<file path="src/rtl/rcss_pkg.sv">
// ----------------------------------------------------------------------------
// rcss_pkg
// Shared types, constants and helpers of the radio stick rate shaper.
// ----------------------------------------------------------------------------
`default_nettype none

package rcss_pkg;

    localparam int NumAxes = 3;   // roll, pitch and yaw lanes
    localparam int RawW   = 12;   // pulse width fields
    localparam int DeltaW = 10;   // clamped stick delta, -500..500
    localparam int MagW   = 9;    // |delta|, 0..500
    localparam int RateW  = 23;   // Q4 deg/s result
    localparam int ThrW   = 13;   // throttle Q12, 0..4096
    localparam int RsW    = 11;
    localparam int SfW    = 7;
    localparam int ProdW  = RsW + MagW;   // rate_scale * |d|
    localparam int SfmW   = 16;           // superfactor * |d|, below 65536
    localparam int NumW   = 31;           // 1600 * rate_scale * |d|
    localparam int DenW   = 16;           // 500..50000
    localparam int CntW   = 5;
    localparam int QuoW   = 22;           // quotient magnitude fits 22 bits

    localparam int StickSpan = 500;
    localparam logic [DenW-1:0] DenOne = 16'd50000;
    localparam logic [DenW-1:0] DenMin = 16'd500;
    localparam logic [SfmW-1:0] SfmMax = 16'd49500;  // above this the floor applies
    localparam logic [10:0] NumScale = 11'd1600;      // 16 (Q4) times 100
    // floor(x / 125) for x below 2^19 equals (x * ThrRecip) >> 26.
    localparam logic [19:0] ThrRecip = 20'd536871;
    localparam int ThrShift = 26;

    localparam logic [2:0] CfgCenter    = 3'd0;
    localparam logic [2:0] CfgThreshold = 3'd1;
    localparam logic [2:0] CfgRateScale = 3'd2;
    localparam logic [2:0] CfgSuperPct  = 3'd3;

    typedef enum logic [1:0] {
        LANE_IDLE,
        LANE_MUL,
        LANE_PREP,
        LANE_DIV
    } lane_state_t;

    typedef enum logic {
        TOP_IDLE,
        TOP_RUN
    } top_state_t;

    typedef struct packed {
        logic                    busy;
        logic signed [RateW-1:0] rate;
    } lane_stat_t;

    // Center subtraction and clamp to +-500.
    function automatic logic signed [DeltaW-1:0] stick_delta(
        input logic [RawW-1:0] raw,
        input logic [RawW-1:0] center
    );
        logic signed [RawW:0] diff;
        logic signed [DeltaW-1:0] res;
        diff = $signed({1'b0, raw}) - $signed({1'b0, center});
        if (diff < -13'sd500) begin
            res = -10'sd500;
        end
        else if (diff > 13'sd500) begin
            res = 10'sd500;
        end
        else begin
            res = diff[DeltaW-1:0];
        end
        return res;
    endfunction

endpackage

`default_nettype wire

</file>
<file path="src/rtl/rcss_lane.sv">
// ----------------------------------------------------------------------------
// rcss_lane
// One axis: stick delta, superfactor denominator and a bit-serial restoring
// divider that yields the Q4 rate truncated toward zero.
// ----------------------------------------------------------------------------
`default_nettype none

module rcss_lane (
    input  wire logic                             clk,
    input  wire logic                             rst_n,
    input  wire logic                             start,
    input  wire logic [rcss_pkg::RawW-1:0]        raw_us,
    input  wire logic [rcss_pkg::RawW-1:0]        center_us,
    input  wire logic [rcss_pkg::RsW-1:0]         rate_scale,
    input  wire logic [rcss_pkg::SfW-1:0]         superfactor_pct,
    output rcss_pkg::lane_stat_t                  stat
);

    rcss_pkg::lane_state_t state_reg, state_next;

    logic                            neg_reg;
    logic [rcss_pkg::MagW-1:0]       mag_reg;
    logic [rcss_pkg::ProdW-1:0]      prod_reg;
    logic [rcss_pkg::SfmW-1:0]       sfm_reg;
    logic [rcss_pkg::NumW-1:0]       nq_reg;
    logic [rcss_pkg::DenW-1:0]       den_reg;
    logic [rcss_pkg::DenW-1:0]       rem_reg;
    logic [rcss_pkg::CntW-1:0]       cnt_reg;

    logic signed [rcss_pkg::DeltaW-1:0] delta;
    logic [rcss_pkg::DenW:0]            trial;
    logic [rcss_pkg::DenW:0]            diff;
    logic                               qbit;
    logic [rcss_pkg::RateW-1:0]         qmag;

    assign delta = rcss_pkg::stick_delta(raw_us, center_us);

    // One restoring step: bring down the next numerator bit.
    assign trial = {rem_reg, nq_reg[rcss_pkg::NumW-1]};
    assign diff  = trial - {1'b0, den_reg};
    assign qbit  = (trial >= {1'b0, den_reg});

    always_comb
    begin
        state_next = state_reg;
        unique case (state_reg)
            rcss_pkg::LANE_IDLE:
            begin
                if (start)
                begin
                    state_next = rcss_pkg::LANE_MUL;
                end
            end
            rcss_pkg::LANE_MUL:  state_next = rcss_pkg::LANE_PREP;
            rcss_pkg::LANE_PREP: state_next = rcss_pkg::LANE_DIV;
            rcss_pkg::LANE_DIV:
            begin
                if (cnt_reg == '0)
                begin
                    state_next = rcss_pkg::LANE_IDLE;
                end
            end
            default: state_next = rcss_pkg::LANE_IDLE;
        endcase
    end

    always_ff @(posedge clk or negedge rst_n)
    begin
        if (!rst_n)
        begin
            state_reg <= rcss_pkg::LANE_IDLE;
        end
        else
        begin
            state_reg <= state_next;
        end
    end

    always_ff @(posedge clk)
    begin
        unique case (state_reg)
            rcss_pkg::LANE_IDLE:
            begin
                if (start)
                begin
                    neg_reg <= delta[rcss_pkg::DeltaW-1];
                    mag_reg <= delta[rcss_pkg::DeltaW-1] ?
                               rcss_pkg::MagW'(-delta) : rcss_pkg::MagW'(delta);
                end
            end
            rcss_pkg::LANE_MUL:
            begin
                prod_reg <= rcss_pkg::ProdW'(rate_scale) * rcss_pkg::ProdW'(mag_reg);
                sfm_reg  <= rcss_pkg::SfmW'(superfactor_pct) * rcss_pkg::SfmW'(mag_reg);
            end
            rcss_pkg::LANE_PREP:
            begin
                nq_reg  <= rcss_pkg::NumW'(prod_reg) * rcss_pkg::NumW'(rcss_pkg::NumScale);
                den_reg <= (sfm_reg >= rcss_pkg::SfmMax) ? rcss_pkg::DenMin
                                                         : rcss_pkg::DenOne - sfm_reg;
                rem_reg <= '0;
                cnt_reg <= rcss_pkg::CntW'(rcss_pkg::NumW - 1);
            end
            rcss_pkg::LANE_DIV:
            begin
                rem_reg <= qbit ? diff[rcss_pkg::DenW-1:0] : trial[rcss_pkg::DenW-1:0];
                nq_reg  <= {nq_reg[rcss_pkg::NumW-2:0], qbit};
                cnt_reg <= cnt_reg - 1'b1;
            end
            default:
            begin
                rem_reg <= rem_reg;
            end
        endcase
    end

    always_comb
    begin
        qmag      = {1'b0, nq_reg[rcss_pkg::QuoW-1:0]};
        stat.busy = (state_reg != rcss_pkg::LANE_IDLE);
        stat.rate = neg_reg ? $signed(-qmag) : $signed(qmag);
    end

endmodule

`default_nettype wire

</file>
<file path="src/rtl/rcss_merge.sv">
// ----------------------------------------------------------------------------
// rcss_merge
// Maps the throttle to Q12 and keeps the armed state that gates the arm
// event pulse.
// ----------------------------------------------------------------------------
`default_nettype none

module rcss_merge (
    input  wire logic                         clk,
    input  wire logic                         rst_n,
    input  wire logic                         commit,
    input  wire logic [rcss_pkg::RawW-1:0]    throttle_us,
    input  wire logic [rcss_pkg::RawW-1:0]    arm_switch_us,
    input  wire logic [rcss_pkg::RawW-1:0]    center_us,
    input  wire logic [rcss_pkg::RawW-1:0]    arm_threshold_us,
    output logic      [rcss_pkg::ThrW-1:0]    throttle_q12,
    output logic                              armed_next,
    output logic                              arm_event
);

    logic                               armed_reg;
    logic signed [rcss_pkg::DeltaW-1:0] dt;
    logic [rcss_pkg::DeltaW-1:0]        shifted;
    logic [38:0]                        thr_prod;
    logic                               request;
    logic                               down;

    assign dt      = rcss_pkg::stick_delta(throttle_us, center_us);
    assign shifted = rcss_pkg::DeltaW'(dt + 10'sd500);

    // (dt + 500) * 4096 / 1000 is (dt + 500) * 512 / 125, done by reciprocal.
    assign thr_prod     = 39'({shifted, 9'd0}) * 39'(rcss_pkg::ThrRecip);
    assign throttle_q12 = thr_prod[rcss_pkg::ThrShift +: rcss_pkg::ThrW];

    assign request    = (arm_switch_us >= arm_threshold_us);
    assign down       = (dt == -10'sd500);
    assign armed_next = request && (armed_reg || down);
    assign arm_event  = request && !armed_reg && down;

    always_ff @(posedge clk or negedge rst_n)
    begin
        if (!rst_n)
        begin
            armed_reg <= 1'b0;
        end
        else if (commit)
        begin
            armed_reg <= armed_next;
        end
    end

endmodule

`default_nettype wire

</file>
<file path="src/rtl/rc_stick_rate_shaper.sv">
// ----------------------------------------------------------------------------
// rc_stick_rate_shaper
// Radio stick shaping: throttle to Q12, three axes through a rate and
// superfactor curve in Q4 deg/s, and arm handling with an arm event pulse.
//
//   Port group   Dir  Beat contents
//   s_*          in   one radio frame (five pulse widths)
//   m_*          out  throttle, three rates, armed flag, arm event
//   cfg_*        in   register write, no wait and no read-back
//
// A frame passes from acceptance through the multiply, prepare and 31-step
// bit-serial divide states of each axis lane before its result enters the
// output register. The three lanes run side by side, and the next frame can
// be taken in the cycle after the previous result is loaded, not before.
// A stalled output holds the finished lane results until the output register
// frees. Reset is asynchronous, active low, returns the state, valid and
// configuration registers to their defaults and disarms.
// ----------------------------------------------------------------------------
`default_nettype none

module rc_stick_rate_shaper (
    input  wire logic         clk,
    input  wire logic         rst_n,
    input  wire logic         s_tvalid,
    output logic              s_tready,
    // throttle_us[11:0], roll_us[23:12], pitch_us[35:24], yaw_us[47:36],
    // arm_switch_us[59:48], zero fill [63:60]
    input  wire logic [63:0]  s_tdata,
    output logic              m_tvalid,
    input  wire logic         m_tready,
    // throttle_q12[12:0], roll_rate[35:13], pitch_rate[58:36],
    // yaw_rate[81:59], is_armed[82], arm_event[83], zero fill [87:84]
    output logic      [87:0]  m_tdata,
    input  wire logic         cfg_we,
    input  wire logic [2:0]   cfg_index,
    input  wire logic [11:0]  cfg_data
);

    rcss_pkg::top_state_t state_reg, state_next;

    logic [rcss_pkg::RawW-1:0] center_reg;
    logic [rcss_pkg::RawW-1:0] threshold_reg;
    logic [rcss_pkg::RsW-1:0]  rate_scale_reg;
    logic [rcss_pkg::SfW-1:0]  superpct_reg;

    logic [rcss_pkg::RawW-1:0] throttle_reg;
    logic [rcss_pkg::RawW-1:0] switch_reg;

    logic        m_tvalid_reg;
    logic [87:0] m_tdata_reg;

    rcss_pkg::lane_stat_t            lane_stat [rcss_pkg::NumAxes];
    logic [rcss_pkg::NumAxes-1:0]    lane_busy;
    logic                            accept;
    logic                            commit;
    logic                            any_busy;
    logic [rcss_pkg::ThrW-1:0]       throttle_q12;
    logic                            armed_next;
    logic                            arm_event;

    assign accept = s_tvalid && s_tready;

    genvar g;
    generate
        for (g = 0; g < rcss_pkg::NumAxes; g++)
        begin : g_lane
            rcss_lane u_lane (
                .clk             (clk),
                .rst_n           (rst_n),
                .start           (accept),
                .raw_us          (s_tdata[(g + 1) * rcss_pkg::RawW +: rcss_pkg::RawW]),
                .center_us       (center_reg),
                .rate_scale      (rate_scale_reg),
                .superfactor_pct (superpct_reg),
                .stat            (lane_stat[g])
            );
            assign lane_busy[g] = lane_stat[g].busy;
        end
    endgenerate

    assign any_busy = |lane_busy;
    assign commit   = (state_reg == rcss_pkg::TOP_RUN) && !any_busy
                      && (!m_tvalid_reg || m_tready);

    rcss_merge u_merge (
        .clk              (clk),
        .rst_n            (rst_n),
        .commit           (commit),
        .throttle_us      (throttle_reg),
        .arm_switch_us    (switch_reg),
        .center_us        (center_reg),
        .arm_threshold_us (threshold_reg),
        .throttle_q12     (throttle_q12),
        .armed_next       (armed_next),
        .arm_event        (arm_event)
    );

    always_ff @(posedge clk or negedge rst_n)
    begin
        if (!rst_n)
        begin
            center_reg     <= 12'd1500;
            threshold_reg  <= 12'd1500;
            rate_scale_reg <= 11'd200;
            superpct_reg   <= 7'd70;
        end
        else if (cfg_we)
        begin
            unique case (cfg_index)
                rcss_pkg::CfgCenter:    center_reg     <= cfg_data;
                rcss_pkg::CfgThreshold: threshold_reg  <= cfg_data;
                rcss_pkg::CfgRateScale: rate_scale_reg <= cfg_data[rcss_pkg::RsW-1:0];
                rcss_pkg::CfgSuperPct:  superpct_reg   <= cfg_data[rcss_pkg::SfW-1:0];
                default:                center_reg     <= center_reg;
            endcase
        end
    end

    always_comb
    begin
        state_next = state_reg;
        unique case (state_reg)
            rcss_pkg::TOP_IDLE:
            begin
                if (accept)
                begin
                    state_next = rcss_pkg::TOP_RUN;
                end
            end
            rcss_pkg::TOP_RUN:
            begin
                if (commit)
                begin
                    state_next = rcss_pkg::TOP_IDLE;
                end
            end
            default: state_next = rcss_pkg::TOP_IDLE;
        endcase
    end

    always_comb
    begin
        s_tready = (state_reg == rcss_pkg::TOP_IDLE);
    end

    always_ff @(posedge clk or negedge rst_n)
    begin
        if (!rst_n)
        begin
            state_reg    <= rcss_pkg::TOP_IDLE;
            m_tvalid_reg <= 1'b0;
        end
        else
        begin
            state_reg <= state_next;
            if (commit)
            begin
                m_tvalid_reg <= 1'b1;
            end
            else if (m_tready)
            begin
                m_tvalid_reg <= 1'b0;
            end
        end
    end

    always_ff @(posedge clk)
    begin
        if (accept)
        begin
            throttle_reg <= s_tdata[rcss_pkg::RawW-1:0];
            switch_reg   <= s_tdata[4 * rcss_pkg::RawW +: rcss_pkg::RawW];
        end
        if (commit)
        begin
            m_tdata_reg <= {4'd0, arm_event, armed_next,
                            lane_stat[2].rate, lane_stat[1].rate, lane_stat[0].rate,
                            throttle_q12};
        end
    end

    assign m_tvalid = m_tvalid_reg;
    assign m_tdata  = m_tdata_reg;

    // A new frame is only taken when every lane has finished the last one.
    assert property (@(posedge clk) disable iff (!rst_n)
        s_tready |-> !any_busy)
        else $error("frame accepted while a lane is busy");

    // Loading a result always presents a beat on the next cycle.
    assert property (@(posedge clk) disable iff (!rst_n)
        commit |=> m_tvalid)
        else $error("committed result not presented");

    // An arm event can only be reported together with the armed flag.
    assert property (@(posedge clk) disable iff (!rst_n)
        m_tvalid |-> (!m_tdata[83] || m_tdata[82]))
        else $error("arm event without armed flag");

    // The lanes start together, so they finish together.
    assert property (@(posedge clk) disable iff (!rst_n)
        (lane_busy == '0) || (lane_busy == '1))
        else $error("lanes out of step");

endmodule

`default_nettype wire
</file>
<file path="config.mk">
export PLATFORM = sky130hd
export DESIGN_NAME = rc_stick_rate_shaper
export DESIGN_NICKNAME = d
export VERILOG_FILES = /design/src/rtl/rcss_pkg.sv /design/src/rtl/rcss_lane.sv /design/src/rtl/rcss_merge.sv /design/src/rtl/rc_stick_rate_shaper.sv
export SDC_FILE = /design/constraint.sdc
export NUM_CORES = 2
export LEC_CHECK = 0
export BUFFER_PORTS_ARGS = -buffer_cell sky130_fd_sc_hd__buf_2
export CAP_MARGIN = 15
export CORE_AREA = 3 3 298 300
export CTS_CLUSTER_SIZE = 25
export DETAILED_ROUTE_END_ITERATION = 6
export DIE_AREA = 0 0 301 303
export GPL_ROUTABILITY_DRIVEN = 0
export PLACE_DENSITY = 0.9
export SYNTH_ARGS = -nofsm -noshare
export SYNTH_HDL_FRONTEND = slang
export SYNTH_HIERARCHICAL = 1
export SYNTH_SLANG_ARGS = --single-unit
export TNS_END_PERCENT = 50
</file>
<file path="constraint.sdc">
create_clock -name clk -period 7.2 [get_ports clk]
set_input_delay 1.44 -clock clk [delete_from_list [all_inputs] [get_ports clk]]
set_output_delay 1.44 -clock clk [all_outputs]
set_load 0.02 [all_outputs]
</file>
==> metrics.yaml <==
drt_iter0_markers: 3270
ios: 174
cp_max_fo: 4
antenna_left: 0
clk_pin_slew_ps: 60
wl_mm: 121.7
violations: "design-rule violations, negative setup slack"
syn_area_mm2: 0.05069
endpoint_kind: "flop"
crit_type: "reg -> reg"
dieArea_mm2: 0.09120
synthCells: 5176
die_y_um: 303
via_per_inst: 5.938
wl_per_cell_um: 18.31
fin_nets: 6532
async_flop_share: 0.1018
cts_buffer_depth: 3
hold_end: "m_tdata[59]"
antenna_found_initial: 15
grt_pass1_vias: 40980
tritoncts: "done"
whs_ps: 473.7
grt_max_degree: 83
drv_cap: 0
post-route-period-util: 1.110
fmax_mhz: 125.1
ys_types: 121
timing.rr.start: "center_reg[7]"
start_util: 0.5861
tightest_slew_ps: 1224
finalSetupViolCount: 12
cts_buffers: 56
synth_warnings: 6
clk_latency_ps: 650
postPlaceCellArea_mm2: 0.05356
stdcell_area_mm2: 0.05615
hold_path_class: "reg -> reg"
clock_sinks: 501
skew_ps: 37.15
slew_headroom: 0.1843
synthToLayoutAreaGrowth_pct: 10.76
r2r_setup_slack_ps: -790
critPathMostFrequentCell: "ha_4"
drc: 27
first_pass_iters: 7
slowest_stage: "fa_1"
drive_gt1_frac: 0.1206
setup_slack_ps: -791.4
ys_dominant_reg_cell: "edfxtp_1"
hold_depth: 0
hold_viol_final: 0
arrival_ps: 8380
synth.avg_cell_area_um2: 9.793
required_ps: 7590
grt-ovfl-total: 0
hp-start: "g_lane[2].u_lane/nq_reg[0]"
clock-root-buffer: "clkbuf_16"
period_needed_ps: 7991
crit_path_max_incr_delay_ps: 580
rsz0062_at_grt: "yes"
largest_register_ff_count: 93
slew_violations: 0
io_buffers: 165
vias: 39470
fp-row-count: 108
htree_levels: 2
fp.dieW_um: 301
grt_pass1_wl_mm: 196.8
core_mm2: 0.08648
ys_ff_latch: 501
status: "complete, but fails checks"
regToRegEndpoint: "m_tdata[6]"
ys_seq_area_frac: 0.2922
crit_path_start_kind: "flop"
r2r_cells: 33
grt_use_total: 0.2616
place_hpwl_mm: 86.90
synth-edff-count: 450
[per-stage QoR]
stage / cells / utilization / setup WS [ps] / setup TNS (ps)
2_1_floorplan: 5179 / - / -367.5 / -2063
3_3_place_gp: 6508 / 0.6193 / -450.5 / -3515
3_5_place_dp: 6508 / 0.6193 / -727.8 / -5795
4_1_cts: 6629 / 0.6450 / -471.1 / -4040
5_1_grt: 6641 / 0.6490 / -951.9 / -8876
6_report: 6647 / 0.6492 / -791.4 / -7209
[critical path: cells and delay by family (launching register included)]
family | cells | cell delay, ps
adders and majority gates | 8 | 2820
AOI/OAI and AO/OA | 12 | 2240
and+or+nand+nor | 5 | 1470
buffers and inverters | 7 | 590
DFF | 1 | 540
xor gates and xnor gates | 1 | 80
[layout by cell type, fill, tap and decap left out, types with 25 or more instances in the layout]
| master | synthesis | layout |
|---|---|---|
| xor2_1 | 78 | 78 |
| a21o_1 | 65 | 65 |
| or3_1 | 46 | 45 |
| o21ai_0 | 149 | 143 |
| and2_1 | 298 | 297 |
| mux2_2 | 67 | 67 |
| nor2b_1 | 51 | 50 |
| a21oi_1 | 200 | 188 |
| o21a_1 | 51 | 51 |
| mux2i_1 | 27 | 26 |
| a211oi_1 | 32 | 31 |
| edfxtp_1 | 450 | 450 |
| buf_2 | 7 | 165 |
| nor2_1 | 200 | 194 |
| nand3_1 | 79 | 79 |
| nand2b_1 | 48 | 46 |
| nand2_1 | 455 | 454 |
| buf_4 | 8 | 138 |
| nor3_1 | 93 | 91 |
| xnor2_1 | 216 | 214 |
| ha_1 | 641 | 622 |
| inv_1 | 912 | 901 |
| clkbuf_16 | 0 | 58 |
| o31ai_1 | 38 | 34 |
| o211ai_1 | 25 | 25 |
| dfrtp_1 | 31 | 31 |
| fa_1 | 373 | 368 |
[worst max-delay path by stage]
stage	from	end	slack [ps]
floorplan	center_reg[3]	m_tdata[4]	-370
global placement	center_reg[4]	m_tdata[4]	-450
detailed placement	center_reg[8]	m_tdata[4]	-730
CTS	center_reg[0]	m_tdata[6]	-470
global route	center_reg[7]	m_tdata[6]	-950
finish	center_reg[7]	m_tdata[6]	-790
[kinds of logic after synthesis]
| family | share of synthesized area |
|---|---|
| other | 0.00007398 |
| AO/OA/AOI/OAI | 0.1097 |
| buffers and inverters | 0.07797 |
| adder cells (fa/ha/maj) | 0.3055 |
| XOR/XNOR | 0.05112 |
| multiplexers | 0.02022 |
| AND/OR/NAND/NOR | 0.1431 |
| flip-flops | 0.2922 |
[per-layer routing]
layer / track usage / vias to the layer above / wire (µm)
li1: - / 18000 / -
met1: 0.3167 / 19240 / 46990
met2: 0.4563 / 1782 / 59970
met3: 0.05517 / 443 / 9849
met4: 0.1046 / 4 / 4891
met5: 0 / - / 28
[timing repair]
action	4_1_cts	5_1_grt
setup buffers	15	6
endpoints found under the setup margin	13	13
hold buffers	0	0
endpoints found under the hold margin	0	0
gates resized for setup	47	41
pin swaps	26	36
[cell usage after synthesis, types with 8 or more instances]
| cell type | instances | area share |
|---|---|---|
| inv_1 | 912 | 0.068 |
| ha_1 | 641 | 0.16 |
| nand2_1 | 455 | 0.034 |
| edfxtp_1 | 450 | 0.27 |
| fa_1 | 373 | 0.15 |
| and2_1 | 298 | 0.037 |
| xnor2_1 | 216 | 0.037 |
| a21oi_1 | 200 | 0.020 |
| nor2_1 | 200 | 0.015 |
| o21ai_0 | 149 | 0.015 |
| nor3_1 | 93 | 0.0092 |
| clkbuf_1 | 86 | 0.0064 |
| nand3_1 | 79 | 0.0078 |
| xor2_1 | 78 | 0.013 |
| mux2_2 | 67 | 0.015 |
| a21o_1 | 65 | 0.0096 |
| nor2b_1 | 51 | 0.0063 |
| o21a_1 | 51 | 0.0076 |
| nand2b_1 | 48 | 0.0059 |
| or3_1 | 46 | 0.0057 |
| o31ai_1 | 38 | 0.0056 |
| a211oi_1 | 32 | 0.0047 |
| dfrtp_1 | 31 | 0.015 |
| a31oi_1 | 29 | 0.0036 |
| mux2i_1 | 27 | 0.0053 |
| o211ai_1 | 25 | 0.0037 |
| or2_2 | 24 | 0.0030 |
| nand4_1 | 22 | 0.0027 |
| and3_1 | 20 | 0.0025 |
| dfstp_2 | 20 | 0.010 |
| o21ai_1 | 20 | 0.0020 |
| o21bai_1 | 20 | 0.0030 |
| o41ai_1 | 20 | 0.0035 |
| nor4_1 | 16 | 0.0020 |
| or4_1 | 16 | 0.0024 |
| o22ai_1 | 14 | 0.0017 |
| a211o_1 | 13 | 0.0022 |
| o31a_1 | 12 | 0.0021 |
| a31o_2 | 9 | 0.0016 |
| o221ai_1 | 9 | 0.0016 |
| buf_4 | 8 | 0.0012 |
| nand3b_1 | 8 | 0.0012 |
[layout make-up]
cell class	count	area, µm²
clock buffers	77	1583
multi-input cells	3649	32550
repair buffers	310	1989
fillers	6023	30340
flip-flops and latches	501	14810
well taps	1155	1445
diodes	10	25.02
inverters	916	3446
clock inverters	29	291.5
Power is not shown: default switching activity piles up to over one toggle a cycle in this logic, so the estimate is an artifact.
